===== src/hdl/lcr_pkg.sv =====
// Shared constants, types and FSM encoding for the LFU cache.
// No dependencies; used by every module of the block.
`default_nettype none
package lcr_pkg;
    localparam int CAPACITY    = 16;
    localparam int IDX_W       = $clog2(CAPACITY);
    localparam int RANK_W      = IDX_W;
    localparam int OCC_W       = $clog2(CAPACITY + 1);
    localparam int COUNT_WIDTH = 16;
    localparam int CAP_W       = 5;
    localparam int DATA_W      = 32;

    localparam logic [COUNT_WIDTH-1:0] COUNT_MAX = '1;
    localparam logic                   OP_GET    = 1'b0;
    localparam logic                   OP_PUT    = 1'b1;

    typedef enum logic [1:0] {
        ST_IDLE,
        ST_SCAN,
        ST_ACT
    } state_t;

    // controller to datapath
    typedef struct packed {
        logic             start;
        logic             scan_en;
        logic [IDX_W-1:0] scan_idx;
        logic             act;
    } cmd_t;

    // datapath to controller
    typedef struct packed {
        logic cap_zero;
        logic out_stall;
    } status_t;
endpackage
`default_nettype wire


===== src/hdl/lcr_if.sv =====
// Valid/ready channel interfaces for requests and responses.
// Depends on lcr_pkg for data widths.
`default_nettype none
interface lcr_req_if;
    logic                        valid;
    logic                        ready;
    logic                        op;
    logic signed [lcr_pkg::DATA_W-1:0] key;
    logic signed [lcr_pkg::DATA_W-1:0] value;
    modport source (output valid, op, key, value, input ready);
    modport sink   (input valid, op, key, value, output ready);
endinterface

interface lcr_rsp_if;
    logic                        valid;
    logic                        ready;
    logic                        hit;
    logic signed [lcr_pkg::DATA_W-1:0] read_value;
    logic                        evicted;
    logic signed [lcr_pkg::DATA_W-1:0] evicted_key;
    modport source (output valid, hit, read_value, evicted, evicted_key, input ready);
    modport sink   (input valid, hit, read_value, evicted, evicted_key, output ready);
endinterface
`default_nettype wire


===== src/hdl/lcr_ctrl.sv =====
// Sequencer for the LFU cache: accept, scan entries, apply and emit.
// Depends on lcr_pkg.
`default_nettype none
module lcr_ctrl (
    input  wire logic             clk,
    input  wire logic             rst_n,
    input  wire logic             req_fire,
    input  wire lcr_pkg::status_t status,
    output lcr_pkg::cmd_t         cmd,
    output logic                  req_ready
);
    lcr_pkg::state_t state_reg, state_next;
    logic [lcr_pkg::IDX_W-1:0] idx_reg, idx_next;

    // state and scan counter
    always_ff @(posedge clk or negedge rst_n)
    begin
        if (!rst_n)
        begin
            state_reg <= lcr_pkg::ST_IDLE;
            idx_reg   <= '0;
        end
        else
        begin
            state_reg <= state_next;
            idx_reg   <= idx_next;
        end
    end

    // next state
    always_comb
    begin
        state_next = state_reg;
        idx_next   = idx_reg;
        unique case (state_reg)
            lcr_pkg::ST_IDLE:
            begin
                idx_next = '0;
                if (req_fire)
                    state_next = lcr_pkg::ST_SCAN;
            end
            lcr_pkg::ST_SCAN:
            begin
                idx_next = idx_reg + 1'b1;
                if (status.cap_zero || idx_reg == lcr_pkg::IDX_W'(lcr_pkg::CAPACITY - 1))
                    state_next = lcr_pkg::ST_ACT;
            end
            lcr_pkg::ST_ACT:
            begin
                if (!status.out_stall)
                    state_next = lcr_pkg::ST_IDLE;
            end
            default: state_next = lcr_pkg::ST_IDLE;
        endcase
    end

    // outputs
    always_comb
    begin
        cmd          = '0;
        cmd.scan_idx = idx_reg;
        req_ready    = 1'b0;
        unique case (state_reg)
            lcr_pkg::ST_IDLE:
            begin
                req_ready = 1'b1;
                cmd.start = req_fire;
            end
            lcr_pkg::ST_SCAN: cmd.scan_en = !status.cap_zero;
            lcr_pkg::ST_ACT:  cmd.act = !status.out_stall;
            default:          req_ready = 1'b0;
        endcase
    end
endmodule
`default_nettype wire


===== src/hdl/lcr_dp.sv =====
// Entry storage, scan comparators and update logic of the LFU cache.
// Depends on lcr_pkg.
`default_nettype none
module lcr_dp (
    input  wire logic                              clk,
    input  wire logic                              rst_n,
    input  wire lcr_pkg::cmd_t                     cmd,
    output lcr_pkg::status_t                       status,
    input  wire logic                              cfg_we,
    input  wire logic [lcr_pkg::CAP_W-1:0]         cfg_wdata,
    input  wire logic                              in_op,
    input  wire logic [lcr_pkg::DATA_W-1:0]        in_key,
    input  wire logic [lcr_pkg::DATA_W-1:0]        in_value,
    output logic                                   out_valid,
    input  wire logic                              out_ready,
    output logic                                   out_hit,
    output logic [lcr_pkg::DATA_W-1:0]             out_read_value,
    output logic                                   out_evicted,
    output logic [lcr_pkg::DATA_W-1:0]             out_evicted_key
);
    localparam int N  = lcr_pkg::CAPACITY;
    localparam int IW = lcr_pkg::IDX_W;
    localparam int RW = lcr_pkg::RANK_W;
    localparam int CW = lcr_pkg::COUNT_WIDTH;
    localparam int DW = lcr_pkg::DATA_W;

    logic [N-1:0]   valid_reg, valid_next;
    logic [DW-1:0]  key_reg  [N];
    logic [DW-1:0]  val_reg  [N];
    logic [CW-1:0]  cnt_reg  [N];
    logic [RW-1:0]  rank_reg [N];
    logic [lcr_pkg::OCC_W-1:0] occ_reg;
    logic [lcr_pkg::CAP_W-1:0] cap_cfg_reg;

    // latched item and scan results
    logic           op_reg, off_reg;
    logic [DW-1:0]  ikey_reg, ival_reg;
    logic           found_reg, vict_reg, free_reg;
    logic [IW-1:0]  fidx_reg, vidx_reg, free_idx_reg;
    logic [DW-1:0]  fval_reg, vkey_reg;
    logic [RW-1:0]  frank_reg, vrank_reg;
    logic [CW-1:0]  vcnt_reg;

    logic           out_valid_reg, hit_reg, ev_reg;
    logic [DW-1:0]  rd_reg, evk_reg;

    logic [lcr_pkg::CAP_W-1:0] cap_eff;
    logic           do_hit, do_evict, do_insert;
    logic [IW-1:0]  slot;
    logic           e_val;
    logic [CW-1:0]  e_cnt;
    logic [RW-1:0]  e_rank;

    assign cap_eff = (cap_cfg_reg > lcr_pkg::CAP_W'(N)) ? lcr_pkg::CAP_W'(N) : cap_cfg_reg;
    assign status.cap_zero  = off_reg;
    assign status.out_stall = out_valid_reg && !out_ready;

    assign e_val  = valid_reg[cmd.scan_idx];
    assign e_cnt  = cnt_reg[cmd.scan_idx];
    assign e_rank = rank_reg[cmd.scan_idx];

    assign do_hit    = cmd.act && !off_reg && found_reg;
    assign do_insert = cmd.act && !off_reg && !found_reg && op_reg == lcr_pkg::OP_PUT;
    assign do_evict  = do_insert && vict_reg &&
                       lcr_pkg::CAP_W'(occ_reg) >= cap_eff;
    assign slot      = free_reg ? free_idx_reg : vidx_reg;

    // configuration register
    always_ff @(posedge clk or negedge rst_n)
    begin
        if (!rst_n)
            cap_cfg_reg <= lcr_pkg::CAP_W'(N);
        else if (cfg_we)
            cap_cfg_reg <= cfg_wdata;
    end

    // latch the item, then scan one entry a cycle
    always_ff @(posedge clk or negedge rst_n)
    begin
        if (!rst_n)
        begin
            off_reg   <= 1'b0;
            found_reg <= 1'b0;
            vict_reg  <= 1'b0;
            free_reg  <= 1'b0;
        end
        else if (cmd.start)
        begin
            off_reg   <= (cap_eff == '0);
            found_reg <= 1'b0;
            vict_reg  <= 1'b0;
            free_reg  <= 1'b0;
        end
        else if (cmd.scan_en)
        begin
            if (e_val && key_reg[cmd.scan_idx] == ikey_reg)
                found_reg <= 1'b1;
            if (e_val && (!vict_reg || e_cnt < vcnt_reg ||
                          (e_cnt == vcnt_reg && e_rank > vrank_reg)))
                vict_reg <= 1'b1;
            if (!e_val)
                free_reg <= 1'b1;
        end
    end

    always_ff @(posedge clk)
    begin
        if (cmd.start)
        begin
            op_reg   <= in_op;
            ikey_reg <= in_key;
            ival_reg <= in_value;
        end
        else if (cmd.scan_en)
        begin
            if (e_val && key_reg[cmd.scan_idx] == ikey_reg)
            begin
                fidx_reg  <= cmd.scan_idx;
                fval_reg  <= val_reg[cmd.scan_idx];
                frank_reg <= e_rank;
            end
            if (e_val && (!vict_reg || e_cnt < vcnt_reg ||
                          (e_cnt == vcnt_reg && e_rank > vrank_reg)))
            begin
                vidx_reg  <= cmd.scan_idx;
                vkey_reg  <= key_reg[cmd.scan_idx];
                vcnt_reg  <= e_cnt;
                vrank_reg <= e_rank;
            end
            if (!e_val && !free_reg)
                free_idx_reg <= cmd.scan_idx;
        end
    end

    // drop the victim, then mark the inserted slot
    always_comb
    begin
        valid_next = valid_reg;
        if (do_evict)
            valid_next[vidx_reg] = 1'b0;
        if (do_insert)
            valid_next[slot] = 1'b1;
    end

    // apply touch, evict and insert to every entry in parallel
    always_ff @(posedge clk or negedge rst_n)
    begin
        if (!rst_n)
        begin
            valid_reg <= '0;
            occ_reg   <= '0;
        end
        else
        begin
            valid_reg <= valid_next;
            if (do_insert && !do_evict)
                occ_reg <= occ_reg + 1'b1;
        end
    end

    always_ff @(posedge clk)
    begin
        for (int j = 0; j < N; j++)
        begin
            if (do_hit && valid_reg[j])
            begin
                if (IW'(j) == fidx_reg)
                begin
                    rank_reg[j] <= '0;
                    if (cnt_reg[j] != lcr_pkg::COUNT_MAX)
                        cnt_reg[j] <= cnt_reg[j] + 1'b1;
                    if (op_reg == lcr_pkg::OP_PUT)
                        val_reg[j] <= ival_reg;
                end
                else if (rank_reg[j] < frank_reg)
                    rank_reg[j] <= rank_reg[j] + 1'b1;
            end
            else if (do_insert)
            begin
                if (IW'(j) == slot)
                begin
                    key_reg[j]  <= ikey_reg;
                    val_reg[j]  <= ival_reg;
                    cnt_reg[j]  <= CW'(1);
                    rank_reg[j] <= '0;
                end
                else if (valid_reg[j] && !(do_evict && IW'(j) == vidx_reg))
                begin
                    if (do_evict && rank_reg[j] > vrank_reg)
                        rank_reg[j] <= rank_reg[j];
                    else
                        rank_reg[j] <= rank_reg[j] + 1'b1;
                end
            end
        end
    end

    // result register
    always_ff @(posedge clk or negedge rst_n)
    begin
        if (!rst_n)
            out_valid_reg <= 1'b0;
        else if (cmd.act)
            out_valid_reg <= 1'b1;
        else if (out_ready)
            out_valid_reg <= 1'b0;
    end

    always_ff @(posedge clk)
    begin
        if (cmd.act)
        begin
            hit_reg <= !off_reg && found_reg;
            rd_reg  <= (!off_reg && found_reg && op_reg == lcr_pkg::OP_GET) ? fval_reg : '1;
            ev_reg  <= do_evict;
            evk_reg <= do_evict ? vkey_reg : '0;
        end
    end

    assign out_valid       = out_valid_reg;
    assign out_hit         = hit_reg;
    assign out_read_value  = rd_reg;
    assign out_evicted     = ev_reg;
    assign out_evicted_key = evk_reg;
endmodule
`default_nettype wire


===== src/hdl/lfu_cache_replacement.sv =====
// LFU cache with LRU tie break, 16 fully associative entries.
// Each item is accepted in IDLE, scanned over all 16 entries in SCAN, applied in ACT
// (held while the response stalls) with the result registered; one item in flight, the scan
// of all entries sets the rate. Capacity zero skips the scan. Reset clears all valid bits,
// occupancy, and sets capacity to 16; no clearing pass is needed.
`default_nettype none
module lfu_cache_replacement (
    input  wire logic                      clk,
    input  wire logic                      rst_n,
    input  wire logic                      cfg_we,
    input  wire logic [lcr_pkg::CAP_W-1:0] cfg_wdata,
    lcr_req_if.sink                        req,
    lcr_rsp_if.source                      rsp
);
    lcr_pkg::cmd_t    cmd;
    lcr_pkg::status_t status;
    logic             req_ready;

    assign req.ready = req_ready;

    lcr_ctrl u_ctrl (
        .clk       (clk),
        .rst_n     (rst_n),
        .req_fire  (req.valid && req_ready),
        .status    (status),
        .cmd       (cmd),
        .req_ready (req_ready)
    );

    lcr_dp u_dp (
        .clk             (clk),
        .rst_n           (rst_n),
        .cmd             (cmd),
        .status          (status),
        .cfg_we          (cfg_we),
        .cfg_wdata       (cfg_wdata),
        .in_op           (req.op),
        .in_key          (req.key),
        .in_value        (req.value),
        .out_valid       (rsp.valid),
        .out_ready       (rsp.ready),
        .out_hit         (rsp.hit),
        .out_read_value  (rsp.read_value),
        .out_evicted     (rsp.evicted),
        .out_evicted_key (rsp.evicted_key)
    );

    // an eviction never coincides with a hit
    assert property (@(posedge clk) disable iff (!rst_n)
        rsp.valid && rsp.evicted |-> !rsp.hit)
        else $error("eviction reported on a hit");

    // no eviction means a zero evicted key
    assert property (@(posedge clk) disable iff (!rst_n)
        rsp.valid && !rsp.evicted |-> rsp.evicted_key == '0)
        else $error("evicted key set without eviction");

    // one item in flight: ready drops after a transfer
    assert property (@(posedge clk) disable iff (!rst_n)
        req.valid && req.ready |=> !req.ready)
        else $error("second item accepted during scan");
endmodule
`default_nettype wire


===== src/flat_wrapper.sv =====
// flat-port wrapper written by rule: the top's interface ports become plain ports
module lfu_cache_replacement_flat 
  (clk, rst_n, cfg_we, cfg_wdata, req_valid, req_op, req_key, req_value, req_ready, rsp_valid, rsp_hit, rsp_read_value, rsp_evicted, rsp_evicted_key, rsp_ready);
  lcr_req_if req_i ();
  lcr_rsp_if rsp_i ();
  input  wire logic clk;
  input  wire logic rst_n;
  input  wire logic cfg_we;
  input  wire logic [lcr_pkg::CAP_W-1:0] cfg_wdata;
  input wire logic [$bits(req_i.valid)-1:0] req_valid;
  input wire logic [$bits(req_i.op)-1:0] req_op;
  input wire logic [$bits(req_i.key)-1:0] req_key;
  input wire logic [$bits(req_i.value)-1:0] req_value;
  output wire logic [$bits(req_i.ready)-1:0] req_ready;
  output wire logic [$bits(rsp_i.valid)-1:0] rsp_valid;
  output wire logic [$bits(rsp_i.hit)-1:0] rsp_hit;
  output wire logic [$bits(rsp_i.read_value)-1:0] rsp_read_value;
  output wire logic [$bits(rsp_i.evicted)-1:0] rsp_evicted;
  output wire logic [$bits(rsp_i.evicted_key)-1:0] rsp_evicted_key;
  input wire logic [$bits(rsp_i.ready)-1:0] rsp_ready;
  assign req_i.valid = req_valid;
  assign req_i.op = req_op;
  assign req_i.key = req_key;
  assign req_i.value = req_value;
  assign req_ready = req_i.ready;
  assign rsp_valid = rsp_i.valid;
  assign rsp_hit = rsp_i.hit;
  assign rsp_read_value = rsp_i.read_value;
  assign rsp_evicted = rsp_i.evicted;
  assign rsp_evicted_key = rsp_i.evicted_key;
  assign rsp_i.ready = rsp_ready;
  lfu_cache_replacement u_core (.clk(clk), .rst_n(rst_n), .cfg_we(cfg_we), .cfg_wdata(cfg_wdata), .req(req_i), .rsp(rsp_i));
endmodule

===== config.mk =====
export PLATFORM = sky130hd
export DESIGN_NAME = lfu_cache_replacement_flat
export DESIGN_NICKNAME = d
export VERILOG_FILES = /design/src/hdl/lcr_pkg.sv /design/src/hdl/lcr_if.sv /design/src/hdl/lcr_ctrl.sv /design/src/hdl/lcr_dp.sv /design/src/hdl/lfu_cache_replacement.sv /design/src/flat_wrapper.sv
export SDC_FILE = /design/constraint.sdc
export NUM_CORES = 2
export LEC_CHECK = 0
export BUFFER_PORTS_ARGS = -buffer_cell sky130_fd_sc_hd__buf_2
export CORE_ASPECT_RATIO = 2
export CORE_MARGIN = 2
export CORE_UTILIZATION = 55
export CTS_BUF_LIST = sky130_fd_sc_hd__clkbuf_16
export CTS_CLUSTER_SIZE = 8
export DETAILED_ROUTE_END_ITERATION = 10
export GPL_ROUTABILITY_DRIVEN = 1
export PLACE_DENSITY = 0.71
export SETUP_SLACK_MARGIN = 0.3
export SLEW_MARGIN = 20
export SYNTH_ARGS = -nofsm -noshare
export SYNTH_HDL_FRONTEND = slang
export SYNTH_HIERARCHICAL = 1
export SYNTH_SLANG_ARGS = --single-unit

===== constraint.sdc =====
create_clock -name clk -period 13.5 [get_ports clk]
set_input_delay 2.025 -clock clk [delete_from_list [all_inputs] [get_ports clk]]
set_output_delay 2.025 -clock clk [all_outputs]
set_load 0.02 [all_outputs]

==> results.json <==
{
  "period_needed_ns": 6.363,
  "drt-total-wl_um": 188800,
  "viasPerCell": 6.341,
  "instances_no_fill": 6294,
  "yosys_warnings": 6,
  "status": "finished, final reports clean",
  "p_total_w": 0.01364,
  "die_h_um": 511.9,
  "critPathArrivalTime_ns": 6.82,
  "start_util": 0.5533,
  "clkLatencyLatePin_ns": 0.83,
  "layout.nets": 4756,
  "power_per_cell_area_mw_per_mm2": 170.8,
  "critPathMaxFanout": 49,
  "placedCellCount": 5981,
  "vias": 39910,
  "cts_resized": 0,
  "nFillCells": 9111,
  "pwr-share-clk": 0.361,
  "syn_area_mm2": 0.07095,
  "ys_seq_area_frac": 0.6774,
  "crit_chain": "buf_4 -> buf_4 -> mux4_2 -> mux4_2 -> ha_1 -> nor2b_1 -> o21a_1 -> o21a_1 -> o21a_1 -> o21a_1 -> o21ai_0 -> a21oi_1 -> o21ai_4 -> buf_4",
  "rsz0062_at_grt": "false",
  "slew_headroom": 0.1990,
  "overflow": 0,
  "area_delta_synth_final_pct": 12.52,
  "worst_path_dominant_cell_family": "buffers and inverters",
  "fp.dieArea_mm2": 0.1321,
  "antenna_left": 0,
  "ctsHoldBuffers": 0,
  "grt_usage": 0.2911,
  "port_buffers": 142,
  "clk_pin_slew_ns": 0.05,
  "leakage_nw": 26.38,
  "crit_buf_inv": 3,
  "dp_hpwl_um": 120800,
  "cts_tree": "yes",
  "internal_power_w": 0.009885,
  "dr.pass1.iters": 5,
  "power.switching_w": 0.003750,
  "core.rowCount": 186,
  "fin_area_mm2": 0.07983,
  "p_seq_frac": 0.457,
  "cts.sinks": 1612,
  "grt_pass1_vias": 42000,
  "worst_slew_pin_slew_ns": 1.189,
  "setup_viol": 0,
  "syn_avg_cell_area_um2": 16.77,
  "post_cts_buffers": 0,
  "finClkSkew_ns": 0.04324,
  "synth_edf_count": 1559,
  "switching_share": 0.2750,
  "synth_seq_cells": 1612,
  "ioPinCount": 143,
  "cpPeakStageDelay_ns": 0.82,
  "clock_path_buffers": 3,
  "endpoint_kind": "flip-flop",
  "synthArstFlopShare": 0.02295,
  "layout-drive-gt1-share": 0.1955,
  "maxCapViolCount": 0,
  "critPathKind": "flip-flop to flip-flop",
  "pwr-share-comb": 0.182,
  "cts_root_buffer": "clkbuf_16",
  "hold_path.class": "flip-flop to flip-flop",
  "gp_congestion": 0.9846,
  "finalHoldViolCount": 0,
  "required_ns": 13.96,
  "ir_drop_mv": 0.1378,
  "core_area_mm2": 0.1282,
  "syn-num-nets": 4476,
  "die_w_um": 258.0,
  "avgRoutedWirePerCell_um": 30.00,
  "postSynthCellCount": 4230,
  "finalCritPeriodShare": 0.4713,
  "htree_levels": 4,
  "grt_pass1_wl_um": 277100,
  "synthFlopType": "edfxtp_1",
  "finalWorstSetupSlack_ns": 7.137,
  "drt_iter0_markers": 3543,
  "post-place-ws_ns": 7.112,
  "drc": 0,
  "grt_antenna_before_repair": 5,
  "yosys.cell_types.count": 81,
  "slew_violations": 0,
  "slowest_stage": "dfrtp_4",
  "path_common_cell": "o21a_1",
  "fmaxAchievable_ghz": 0.1572,
  "grt_max_degree": 130,
  "final.setup.tns_ns": 0,
  "cts_buffers": 219,
  "place_area_mm2": 0.07373,
  "critPathLaunchType": "flip-flop"
}
## worst register-to-register path: stages, from the launching register on
cell,delay (ns)
dfrtp_4,0.82
buf_4,0.83
buf_4,0.64
mux4_2,0.57
mux4_2,0.49
ha_1,0.30
nor2b_1,0.14
o21a_1,0.16
o21a_1,0.17
o21a_1,0.17
o21a_1,0.16
o21ai_0,0.15
a21oi_1,0.12
o21ai_4,0.53
buf_4,0.68
## final cells by class
cell class                 count  area, um2  area share
multi-input combinational   2363      21860      0.2738
timing repair buffer         221       1329     0.01664
clock buffer                 222       5555     0.06959
antenna                        3      7.507  0.00009404
sequential                  1612      48080      0.6022
tap                         1692       2117     0.02652
clock inverter                88      538.0    0.006739
inverter                      93      349.1    0.004373
## path summary, 6_finish.rpt
kind / from / end / slack, ns / depth (start not counted)
setup / recovery: u_core/u_ctrl/idx_reg[1] / u_core/u_dp/vrank_reg[3] / 7.14 / 14
hold / removal: u_core/u_dp/occ_reg[4] / u_core/u_dp/occ_reg[4] / 0.48 / 1
setup reg to reg: u_core/u_ctrl/idx_reg[1] / u_core/u_dp/vrank_reg[3] / 7.14 / 14
hold reg to reg: u_core/u_dp/occ_reg[4] / u_core/u_dp/occ_reg[4] / 0.48 / 1
max in group asynchronous: rst_n / u_core/u_ctrl/idx_reg[2] / 11.60 / 2
min in group asynchronous: rst_n / u_core/u_dp/occ_reg[4] / 1.30 / 2
## cell families (layout without fill, tap and decap cells)
kind of cell,count (synthesis),count (layout),share of synthesized area
AO/OA/AOI/OAI,367,367,0.03349
XOR/XNOR,288,288,0.03555
adder cells (fa/ha/maj),171,171,0.03016
buffers and inverters,255,624,0.01698
flip-flops,1612,1612,0.6774
multiplexers,488,488,0.1333
other,0,3,0
AND/OR/NAND/NOR,1049,1049,0.07305
## cells in the mapped netlist (13+ instances only)
library cell	n	area, um2
edfxtp_1	1559	46810
nor2_1	384	1441
mux4_2	358	8063
nand3_1	177	885.9
ha_1	171	2140
xnor2_1	145	1270
xor2_1	143	1252
nand2_1	118	442.9
o21ai_0	107	535.5
mux2i_1	95	950.9
inv_1	90	337.8
and3_1	78	488.0
nand2b_1	69	431.7
buf_2	61	305.3
nor2b_1	61	381.6
a21oi_1	55	275.3
clkbuf_1	52	195.2
and2_1	50	312.8
nand4_1	43	269.0
a31oi_1	39	244.0
dfrtp_1	36	900.9
a21o_1	30	225.2
a22oi_1	25	187.7
mux2_2	24	270.3
buf_1	22	82.58
o21a_1	22	165.2
a41oi_1	18	157.7
a21boi_0	17	127.6
dfxtp_1	16	320.3
buf_4	13	97.59
## layer usage
layer,vias to the layer above,track usage,share of wire
met5,-,0,0.000069
met4,2,0.2238,0.089
met3,605,0.04606,0.056
met2,1690,0.5186,0.53
met1,20510,0.3055,0.32
li1,17100,-,-
## power groups by stage
stage	combinational, W	clock (W)	sequential [W]
finish	0.00248	0.00493	0.00623
CTS	0.00248	0.00501	0.00623
global placement	0.00245	0	0.00631
detailed placement	0.00248	0	0.00632
floorplan	0.00180	0	0.00618
global route	0.00263	0.00519	0.00626
## through the flow
stage | utilization | hold slack (ns)
2_1_floorplan | - | 0.4519
3_3_place_gp | 0.5749 | 0.4797
3_5_place_dp | 0.5749 | 0.4765
4_1_cts | 0.6225 | 0.4894
5_1_grt | 0.6225 | 0.5139
6_report | 0.6226 | 0.4812
## cell usage in the layout, fill, tap and decap left out, types with 22 or more instances in the layout
cell	netlist	routed
ha_1	171	171
o21ai_0	107	88
inv_1	90	156
nand2_1	118	117
a21oi_1	55	54
o21a_1	22	22
mux2_2	24	24
nand2b_1	69	69
edfxtp_1	1559	1559
buf_2	61	142
clkbuf_16	0	222
and3_1	78	78
nor2_1	384	379
a22oi_1	25	25
mux2i_1	95	95
dfrtp_1	36	32
nand3_1	177	177
and2_1	50	50
buf_4	13	77
nand4_1	43	43
xor2_1	143	143
nor2b_1	61	61
xnor2_1	145	145
a21o_1	30	25
mux4_2	358	358
a31oi_1	39	39
No activity file was read; power rests on OpenSTA's default activity.
